$ cat src/design/emv_pkg.sv
package emv_pkg;

	// Field widths
	localparam int ANGLE_W  = 12;
	localparam int TURN_W   = 20;
	localparam int TICK_W   = 32;
	localparam int THRESH_W = 16;
	localparam int VEL_W    = 32;

	// Stream word layout
	localparam int S_DATA_W = 48;
	localparam int M_DATA_W = 64;

	// Derived arithmetic widths
	localparam int DELTA_W = ANGLE_W + 1;
	localparam int POS_W   = TURN_W + ANGLE_W + 1;
	localparam int MAG_W   = POS_W;
	localparam int SCALE_W = 10;
	localparam int PROD_W  = MAG_W + SCALE_W;
	localparam int REM_W   = TICK_W + 1;
	localparam int CNT_W   = $clog2(PROD_W);

	localparam logic [SCALE_W-1:0]  VEL_SCALE     = SCALE_W'(1000);
	localparam logic [THRESH_W-1:0] THRESH_RESET  = THRESH_W'(3276);

	// Queue between front and back
	localparam int QUEUE_DEPTH = 2;
	localparam int QPTR_W      = 1;
	localparam int QCNT_W      = 2;

	// Input kind carried on tuser
	localparam logic ACT_SAMPLE  = 1'b0;
	localparam logic ACT_REQUEST = 1'b1;

	// Work item handed from front to back
	typedef struct packed {
		logic                is_vel;
		logic                neg;
		logic [MAG_W-1:0]    mag;
		logic [TICK_W-1:0]   dt;
		logic [TURN_W-1:0]   turns;
		logic [ANGLE_W-1:0]  angle;
	} emv_item_t;

	typedef enum logic [1:0] {
		BK_IDLE,
		BK_MUL,
		BK_DIV,
		BK_SAT
	} bk_state_t;

endpackage

$ cat src/design/encoder_multiturn_velocity_unit.sv
// Channel   Dir  Word                                        Side band
// s_*       in   tdata: abs_angle[11:0], tick_ms[43:12]      tuser: action
// m_*       out  tdata: turns[19:0], angle[31:20],           tuser: velocity_valid
//                       velocity[63:32]
// cfg_*     in   cfg_wdata: wrap_threshold                   cfg_we: write strobe
//
// An angle sample is stored in the queue and then registered at the output.
// In the back end a velocity request goes through one scaling multiply,
// then a restoring divider that resolves one quotient bit per cycle over 43 bits.
// A two-word queue sits between front and back; samples keep flowing in while
// the divider runs, until the queue fills.
// arst_n clears all position state, the snapshot and the queue, and loads the
// wrap threshold with 3276.
module encoder_multiturn_velocity_unit
	import emv_pkg::*;
(
	input  logic                 clk,
	input  logic                 arst_n,
	input  logic                 s_tvalid,
	output logic                 s_tready,
	input  logic [S_DATA_W-1:0]  s_tdata,   // abs_angle, tick_ms, zero pad
	input  logic                 s_tuser,   // action
	output logic                 m_tvalid,
	input  logic                 m_tready,
	output logic [M_DATA_W-1:0]  m_tdata,   // turns, angle, velocity
	output logic                 m_tuser,   // velocity_valid
	input  logic                 cfg_we,
	input  logic [THRESH_W-1:0]  cfg_wdata
);

	logic       q_push;
	logic       q_full;
	logic       q_pop;
	logic       q_empty;
	emv_item_t  q_in;
	emv_item_t  q_head;

	emv_front u_front (
		.clk       (clk),
		.arst_n    (arst_n),
		.s_tvalid  (s_tvalid),
		.s_tready  (s_tready),
		.s_tdata   (s_tdata),
		.s_tuser   (s_tuser),
		.cfg_we    (cfg_we),
		.cfg_wdata (cfg_wdata),
		.q_full    (q_full),
		.q_push    (q_push),
		.q_item    (q_in)
	);

	emv_queue u_queue (
		.clk       (clk),
		.arst_n    (arst_n),
		.push      (q_push),
		.push_item (q_in),
		.full      (q_full),
		.pop       (q_pop),
		.head      (q_head),
		.empty     (q_empty)
	);

	emv_back u_back (
		.clk      (clk),
		.arst_n   (arst_n),
		.q_empty  (q_empty),
		.q_head   (q_head),
		.q_pop    (q_pop),
		.m_tvalid (m_tvalid),
		.m_tready (m_tready),
		.m_tdata  (m_tdata),
		.m_tuser  (m_tuser)
	);

	// Never write a full queue
	a_no_overflow: assert property (@(posedge clk) disable iff (!arst_n)
		q_push |-> !q_full) else $error("queue written while full");

	// Never read an empty queue
	a_no_underflow: assert property (@(posedge clk) disable iff (!arst_n)
		q_pop |-> !q_empty) else $error("queue read while empty");

	// A sample result carries zero velocity
	a_sample_vel_zero: assert property (@(posedge clk) disable iff (!arst_n)
		(m_tvalid && (m_tuser == ACT_SAMPLE)) |-> (m_tdata[M_DATA_W-1:TURN_W+ANGLE_W] == '0))
		else $error("sample result with nonzero velocity");

endmodule

$ cat src/design/emv_front.sv
module emv_front
	import emv_pkg::*;
(
	input  logic                 clk,
	input  logic                 arst_n,
	input  logic                 s_tvalid,
	output logic                 s_tready,
	input  logic [S_DATA_W-1:0]  s_tdata,
	input  logic                 s_tuser,
	input  logic                 cfg_we,
	input  logic [THRESH_W-1:0]  cfg_wdata,
	input  logic                 q_full,
	output logic                 q_push,
	output emv_item_t            q_item
);

	logic                 seen_q;
	logic [ANGLE_W-1:0]   last_angle_q;
	logic [TURN_W-1:0]    turn_q;
	logic [TICK_W-1:0]    last_tick_q;
	logic [ANGLE_W-1:0]   snap_angle_q;
	logic [TURN_W-1:0]    snap_turns_q;
	logic [TICK_W-1:0]    snap_tick_q;
	logic [THRESH_W-1:0]  thresh_q;

	logic [ANGLE_W-1:0]   raw;
	logic [TICK_W-1:0]    tick;
	logic [DELTA_W-1:0]   delta;
	logic [DELTA_W-1:0]   adelta;
	logic                 wrap;
	logic [TURN_W-1:0]    turn_nxt;
	logic [TURN_W-1:0]    dturn;
	logic [DELTA_W-1:0]   dang;
	logic [POS_W-1:0]     dpos;
	logic                 neg;
	logic [TICK_W-1:0]    dt_raw;
	logic                 is_req;

	assign raw    = s_tdata[ANGLE_W-1:0];
	assign tick   = s_tdata[ANGLE_W+TICK_W-1:ANGLE_W];
	assign is_req = (s_tuser == ACT_REQUEST);

	assign s_tready = !q_full;
	assign q_push   = s_tvalid && !q_full;

	// Wrap test on the sample step
	always_comb begin
		delta  = {1'b0, raw} - {1'b0, last_angle_q};
		adelta = delta[DELTA_W-1] ? (~delta + DELTA_W'(1)) : delta;
		wrap   = THRESH_W'(adelta) > thresh_q;
		turn_nxt = turn_q;
		if (seen_q && wrap) begin
			turn_nxt = delta[DELTA_W-1] ? (turn_q + TURN_W'(1)) : (turn_q - TURN_W'(1));
		end
	end

	// Position change and elapsed time since the snapshot
	always_comb begin
		dturn  = turn_q - snap_turns_q;
		dang   = {1'b0, last_angle_q} - {1'b0, snap_angle_q};
		dpos   = {dturn[TURN_W-1], dturn, {ANGLE_W{1'b0}}}
		       + {{(POS_W-DELTA_W){dang[DELTA_W-1]}}, dang};
		neg    = dpos[POS_W-1];
		dt_raw = last_tick_q - snap_tick_q;
	end

	// Build the queue word
	always_comb begin
		q_item        = '0;
		q_item.is_vel = is_req;
		if (is_req) begin
			q_item.neg   = neg;
			q_item.mag   = neg ? (~dpos + MAG_W'(1)) : dpos;
			q_item.dt    = (dt_raw == '0) ? TICK_W'(1) : dt_raw;
			q_item.turns = turn_q;
			q_item.angle = last_angle_q;
		end else begin
			q_item.turns = turn_nxt;
			q_item.angle = raw;
		end
	end

	// Update threshold, position and snapshot state
	always_ff @(posedge clk or negedge arst_n) begin
		if (!arst_n) begin
			seen_q       <= 1'b0;
			last_angle_q <= '0;
			turn_q       <= '0;
			last_tick_q  <= '0;
			snap_angle_q <= '0;
			snap_turns_q <= '0;
			snap_tick_q  <= '0;
			thresh_q     <= THRESH_RESET;
		end else begin
			if (cfg_we) begin
				thresh_q <= cfg_wdata;
			end
			if (q_push) begin
				if (is_req) begin
					snap_angle_q <= last_angle_q;
					snap_turns_q <= turn_q;
					snap_tick_q  <= last_tick_q;
				end else begin
					seen_q       <= 1'b1;
					last_angle_q <= raw;
					turn_q       <= turn_nxt;
					if (seen_q) begin
						last_tick_q <= tick;
					end
				end
			end
		end
	end

endmodule

$ cat src/design/emv_queue.sv
module emv_queue
	import emv_pkg::*;
(
	input  logic       clk,
	input  logic       arst_n,
	input  logic       push,
	input  emv_item_t  push_item,
	output logic       full,
	input  logic       pop,
	output emv_item_t  head,
	output logic       empty
);

	emv_item_t          mem_q [QUEUE_DEPTH];
	logic [QPTR_W-1:0]  wr_ptr_q;
	logic [QPTR_W-1:0]  rd_ptr_q;
	logic [QCNT_W-1:0]  count_q;

	assign full  = (count_q == QCNT_W'(QUEUE_DEPTH));
	assign empty = (count_q == '0);
	assign head  = mem_q[rd_ptr_q];

	// Store words
	always_ff @(posedge clk) begin
		if (push) begin
			mem_q[wr_ptr_q] <= push_item;
		end
	end

	// Advance pointers and fill count
	always_ff @(posedge clk or negedge arst_n) begin
		if (!arst_n) begin
			wr_ptr_q <= '0;
			rd_ptr_q <= '0;
			count_q  <= '0;
		end else begin
			if (push) begin
				wr_ptr_q <= wr_ptr_q + QPTR_W'(1);
			end
			if (pop) begin
				rd_ptr_q <= rd_ptr_q + QPTR_W'(1);
			end
			case ({push, pop})
				2'b10:   count_q <= count_q + QCNT_W'(1);
				2'b01:   count_q <= count_q - QCNT_W'(1);
				default: count_q <= count_q;
			endcase
		end
	end

endmodule

$ cat src/design/emv_back.sv
module emv_back
	import emv_pkg::*;
(
	input  logic                 clk,
	input  logic                 arst_n,
	input  logic                 q_empty,
	input  emv_item_t            q_head,
	output logic                 q_pop,
	output logic                 m_tvalid,
	input  logic                 m_tready,
	output logic [M_DATA_W-1:0]  m_tdata,
	output logic                 m_tuser
);

	localparam logic [CNT_W-1:0]  LAST_STEP = CNT_W'(PROD_W - 1);
	localparam logic [PROD_W-1:0] NEG_LIMIT = PROD_W'(64'h8000_0000);
	localparam logic [PROD_W-1:0] POS_LIMIT = PROD_W'(64'h7FFF_FFFF);

	bk_state_t            state_q, state_nxt;
	logic                 neg_q;
	logic [MAG_W-1:0]     mag_q;
	logic [TICK_W-1:0]    dt_q;
	logic [TURN_W-1:0]    turns_q;
	logic [ANGLE_W-1:0]   angle_q;
	logic [PROD_W-1:0]    dvd_q;
	logic [REM_W-1:0]     rem_q;
	logic [CNT_W-1:0]     cnt_q;
	logic                 out_valid_q;
	logic [M_DATA_W-1:0]  out_data_q;
	logic                 out_user_q;

	logic                 out_free;
	logic                 load_sample;
	logic                 load_req;
	logic                 load_vel;
	logic [REM_W-1:0]     rem_sh;
	logic                 ge;
	logic [VEL_W-1:0]     vel_sat;

	assign out_free = !out_valid_q || m_tready;
	assign m_tvalid = out_valid_q;
	assign m_tdata  = out_data_q;
	assign m_tuser  = out_user_q;

	// Next state
	always_comb begin
		state_nxt = state_q;
		case (state_q)
			BK_IDLE: if (!q_empty && q_head.is_vel) state_nxt = BK_MUL;
			BK_MUL:  state_nxt = BK_DIV;
			BK_DIV:  if (cnt_q == LAST_STEP) state_nxt = BK_SAT;
			BK_SAT:  if (out_free) state_nxt = BK_IDLE;
			default: state_nxt = BK_IDLE;
		endcase
	end

	// State outputs
	always_comb begin
		load_sample = 1'b0;
		load_req    = 1'b0;
		load_vel    = 1'b0;
		case (state_q)
			BK_IDLE: begin
				load_sample = !q_empty && !q_head.is_vel && out_free;
				load_req    = !q_empty && q_head.is_vel;
			end
			BK_SAT:  load_vel = out_free;
			default: ;
		endcase
		q_pop = load_sample || load_req;
	end

	// One quotient bit per cycle
	always_comb begin
		rem_sh = {rem_q[REM_W-2:0], dvd_q[PROD_W-1]};
		ge     = rem_sh >= {1'b0, dt_q};
	end

	// Saturate the quotient to the signed result range
	always_comb begin
		if (neg_q) begin
			vel_sat = (dvd_q > NEG_LIMIT) ? VEL_W'(32'h8000_0000)
			                              : (~dvd_q[VEL_W-1:0] + VEL_W'(1));
		end else begin
			vel_sat = (dvd_q > POS_LIMIT) ? VEL_W'(32'h7FFF_FFFF) : dvd_q[VEL_W-1:0];
		end
	end

	always_ff @(posedge clk or negedge arst_n) begin
		if (!arst_n) begin
			state_q <= BK_IDLE;
		end else begin
			state_q <= state_nxt;
		end
	end

	// Request operands, scale and divide
	always_ff @(posedge clk) begin
		if (load_req) begin
			neg_q   <= q_head.neg;
			mag_q   <= q_head.mag;
			dt_q    <= q_head.dt;
			turns_q <= q_head.turns;
			angle_q <= q_head.angle;
		end
		case (state_q)
			BK_MUL: begin
				dvd_q <= PROD_W'(mag_q) * PROD_W'(VEL_SCALE);
				rem_q <= '0;
				cnt_q <= '0;
			end
			BK_DIV: begin
				rem_q <= ge ? (rem_sh - {1'b0, dt_q}) : rem_sh;
				dvd_q <= {dvd_q[PROD_W-2:0], ge};
				cnt_q <= cnt_q + CNT_W'(1);
			end
			default: ;
		endcase
	end

	// Output register
	always_ff @(posedge clk or negedge arst_n) begin
		if (!arst_n) begin
			out_valid_q <= 1'b0;
		end else if (load_sample || load_vel) begin
			out_valid_q <= 1'b1;
		end else if (m_tready) begin
			out_valid_q <= 1'b0;
		end
	end

	always_ff @(posedge clk) begin
		if (load_sample) begin
			out_data_q <= {VEL_W'(0), q_head.angle, q_head.turns};
			out_user_q <= ACT_SAMPLE;
		end else if (load_vel) begin
			out_data_q <= {vel_sat, angle_q, turns_q};
			out_user_q <= ACT_REQUEST;
		end
	end

endmodule
$ cat config.mk
export PLATFORM = sky130hd
export DESIGN_NAME = encoder_multiturn_velocity_unit
export DESIGN_NICKNAME = d
export VERILOG_FILES = /design/src/design/emv_pkg.sv /design/src/design/encoder_multiturn_velocity_unit.sv /design/src/design/emv_front.sv /design/src/design/emv_queue.sv /design/src/design/emv_back.sv
export SDC_FILE = /design/constraint.sdc
export NUM_CORES = 1
export LEC_CHECK = 0
export ABC_AREA = 1
export BUFFER_PORTS_ARGS = -buffer_cell sky130_fd_sc_hd__clkbuf_2
export CORE_ASPECT_RATIO = 1.75
export CORE_MARGIN = 2
export CORE_UTILIZATION = 39
export CTS_BUF_LIST = sky130_fd_sc_hd__clkbuf_4 sky130_fd_sc_hd__clkbuf_8
export CTS_CLUSTER_SIZE = 40
export DETAILED_ROUTE_END_ITERATION = 6
export HOLD_SLACK_MARGIN = 0.08
export PLACE_DENSITY_LB_ADDON = 0.15
export SYNTH_ARGS = -nofsm -noshare
export SYNTH_HDL_FRONTEND = slang
export SYNTH_HIERARCHICAL = 1
export SYNTH_SLANG_ARGS = --single-unit
$ cat constraint.sdc
create_clock -name clk -period 13.3 [get_ports clk]
set_clock_uncertainty 0.15 [all_clocks]
set_input_delay 1.995 -clock clk [delete_from_list [all_inputs] [get_ports clk]]
set_output_delay 1.995 -clock clk [all_outputs]
set_load 0.03 [all_outputs]
==> summary.txt <==
Run status
  • Status: completed

Global route
  • All-layer global routing usage: 20.1%
  • Initial antenna violation count: 1
  • GRT overflow: 0
  • Vias in the first global route: 33500
  • Largest net degree at the start of global routing: 82
  • Met2 Use GR: 37.3%
  • GR peak layer: met2
  • First-pass GRT wire length: 176000 µm
  • Grt met1 use: 22.4%
  • GRT met3 Usage: 2.74%

Logic synthesis
  • Synth Area in Compound Gates: 8.89%
  • Post-synthesis xor/xnor area fraction: 2.11%
  • Yosys reg bits: 594
  • Synth Cell Area: 0.0422 mm²
  • Post-synthesis adder-cell area fraction: 13.6%
  • Syn Nets: 5804
  • Largest family of logic cells by synthesized area: simple AND/OR/NAND/NOR gates
  • Yosys warnings: 6
  • Syn avg cell area: 7.89 µm²
  • Fraction of registers with async set/reset: 25.6%
  • Synth cell types: 60
  • Multiplexer share of the synthesized area: 1.52%
  • Post-Synth Simple-Gate Area: 23.6%
  • Syn Inst Count: 5351
  • Main synth FF type: edfxtp_1
  • Number of synthesized flops with an enable pin: 409
  • Register area share after synthesis: 39.7%

Timing
  • Final hold viol count: 0
  • Period utilization: 46.3%
  • Rel. slew slack: 25.0%
  • Final Critical Period: 6.16 ns
  • Count of pins over their slew limit: 0
  • Final setup fails: 0
  • Worst Tran Pin Value: 1.12 ns
  • RSZ-0062 raised after global routing: no
  • Setup tns final: 0 ns
  • Achievable frequency: 0.162 GHz

Placed design
  • Placement-stage cell area: 0.0441 mm²
  • HPWL Detailed: 85600 µm
  • Port bufs: 132
  • RePlAce Congestion: 0.947
  • Placed Cells incl. Taps: 6754

Critical path
  • Crit-path max FO: 32
  • Critical Path RT: 13.64 ns
  • Crit end category: flop
  • Critical Setup Path Class: primary input to flop
  • Startpoint Class: primary input
  • Buf+Inv Stages, Crit Path: 8
  • CP Data Arrival Time: 6.50 ns
  • CP dominant cell by count: nand2_1
  • Critical-path top delay cell: inv_1
  • Largest stage delay on the critical path: 0.70 ns
  • Delay-heaviest family, CP: buffers and inverters

Detailed routing
  • Final ANT Viol Nets: 0
  • Routed len/inst: 15.8 µm
  • Total wire length: 109000 µm
  • DR vias: 33500
  • Vias per cell: 4.84
  • Initial DRC count: 1765
  • Drt first pass iters: 5
  • Residual DRC count: 0

CTS
  • Cts hold-fix bufs: 0
  • Clk Tree Root Cell: clkbuf_8
  • Clk buf depth: 3
  • Clock transition at path regs: 0.06 ns
  • Clock latency on the worst-skew pair: 0.79 ns
  • Clock buffers created by TritonCTS: 93
  • Num Clock Sinks: 594
  • Post-CTS setup repair buffer count: 0
  • Post-cts gate resize count: 0
  • CTS tree: done
  • H-tree levels: 3

Floorplanning
  • Die Span X: 253 µm
  • Number of I/O pins: 137
  • Initial Utilization: 39.3%
  • Die Y: 439 µm
  • Rows: 159
  • Die area: 0.111 mm²
  • Core area: 0.107 mm²

Final layout
  • Final nets: 5934
  • Layout filler cell count: 11100
  • Share of layout cells above drive strength 1: 8.73%
  • Area growth, synth to finish: 9.20%
  • Commonest non-fill, non-tap cell in the layout: nand2_1
  • Finished Layout Cells: 6925
  • Most frequent cells in the layout: nand2_1, inv_1, nor2_1
  • Post-route cell area: 0.0461 mm²

Hold path
  • Hold WC Path Type: flop to flop

Flow run
  • # Max-Cap Violations: 0
## worst paths after layout
kind	from	to	slack, ns	depth (start not counted)
worst max-delay path	s_tdata[0]	u_queue/mem_q[1][26]	7.14	26
worst min-delay path	u_back/m_tdata[63]	u_back/m_tdata[63]	0.32	2
worst max register to register	u_front/last_angle_q[0]	u_queue/mem_q[0][93]	7.45	26
worst min register to register	u_back/m_tdata[63]	u_back/m_tdata[63]	0.32	2
max in group asynchronous	arst_n	u_front/last_angle_q[3]	10.05	3
min in group asynchronous	arst_n	u_back/state_q[1]	0.96	1
## sequential cells by signal, indices dropped and copies added (netlist names), 2 cells and up
name	cells
u_front/turn_q	20
u_back/cnt_q	6
u_front/snap_tick_q	32
u_back/dvd_q	43
u_back/m_tdata	64
u_back/dt_q	32
u_back/rem_q	32
u_back/angle_q	12
u_queue/mem_q	198
u_front/snap_turns_q	20
u_back/turns_q	20
u_queue/count_q	2
u_front/thresh_q	16
u_front/last_tick_q	32
u_back/state_q	2
u_back/mag_q	33
u_front/last_angle_q	12
u_front/snap_angle_q	12
## cell type report
cell class | count | area, µm² | share of cell area, %
Multi-Input combinational cell | 3648 | 21000 | 45.6
Clock buffer | 132 | 1620 | 3.50
Sequential cell | 594 | 16800 | 36.3
Clock inverter | 38 | 440 | 0.955
Antenna cell | 1 | 2.50 | 0.00542
Tap cell | 1368 | 1710 | 3.71
Timing Repair Buffer | 153 | 825 | 1.79
Inverter | 991 | 3730 | 8.08
## metal layers
metal / part of all wire [%] / wire length [µm]
met3: 3.4 / 3700
met2: 52 / 56500
met4: 4.8 / 5290
met5: 0 / 0
met1: 40 / 44000
## cells in the mapped netlist, drive strengths merged (42+ instances only)
| master | number | area (µm²) |
|---|---|---|
| nand3 | 265 | 1360 |
| fa | 129 | 2580 |
| dfrtp | 146 | 3650 |
| xor2 | 68 | 596 |
| ha | 254 | 3180 |
| clkbuf | 66 | 248 |
| buf | 52 | 508 |
| nand4 | 56 | 350 |
| nand2 | 1470 | 5580 |
| mux2 | 57 | 642 |
| a21oi | 270 | 1370 |
| inv | 987 | 3710 |
| edfxtp | 409 | 12300 |
| nor2 | 491 | 1930 |
| nand3b | 42 | 315 |
| o21ai | 390 | 2030 |
## kinds of logic after synthesis
family	count (synthesis)
fa+ha+maj	383
compound gates	709
buf+inv	1109
xor+xnor	101
flops	594
mux	57
simple gates	2398
## worst register-to-register path, delay by kind of cell, from the launching register on
family | cells | cell delay (ns)
and+or+nand+nor | 14 | 1.82
adders and majority gates | 4 | 1.35
AOI/OAI and AO/OA | 2 | 0.97
buffers and inverters | 6 | 0.93
DFF | 1 | 0.42
## metrics by stage
step                      hold WS [ns]  utilization [%]  setup WS [ns]
final                            0.322             42.9           7.14
after global routing             0.351             42.9           6.79
after CTS                        0.323             42.9           7.21
after detailed placement         0.313             41.0           6.34
after global placement           0.308             41.0           6.32
after floorplan                  0.299                -           6.13
Power is left out: the tool's default activity adds up to more than one toggle a clock period on the data nets, which glitch-free logic cannot reach.
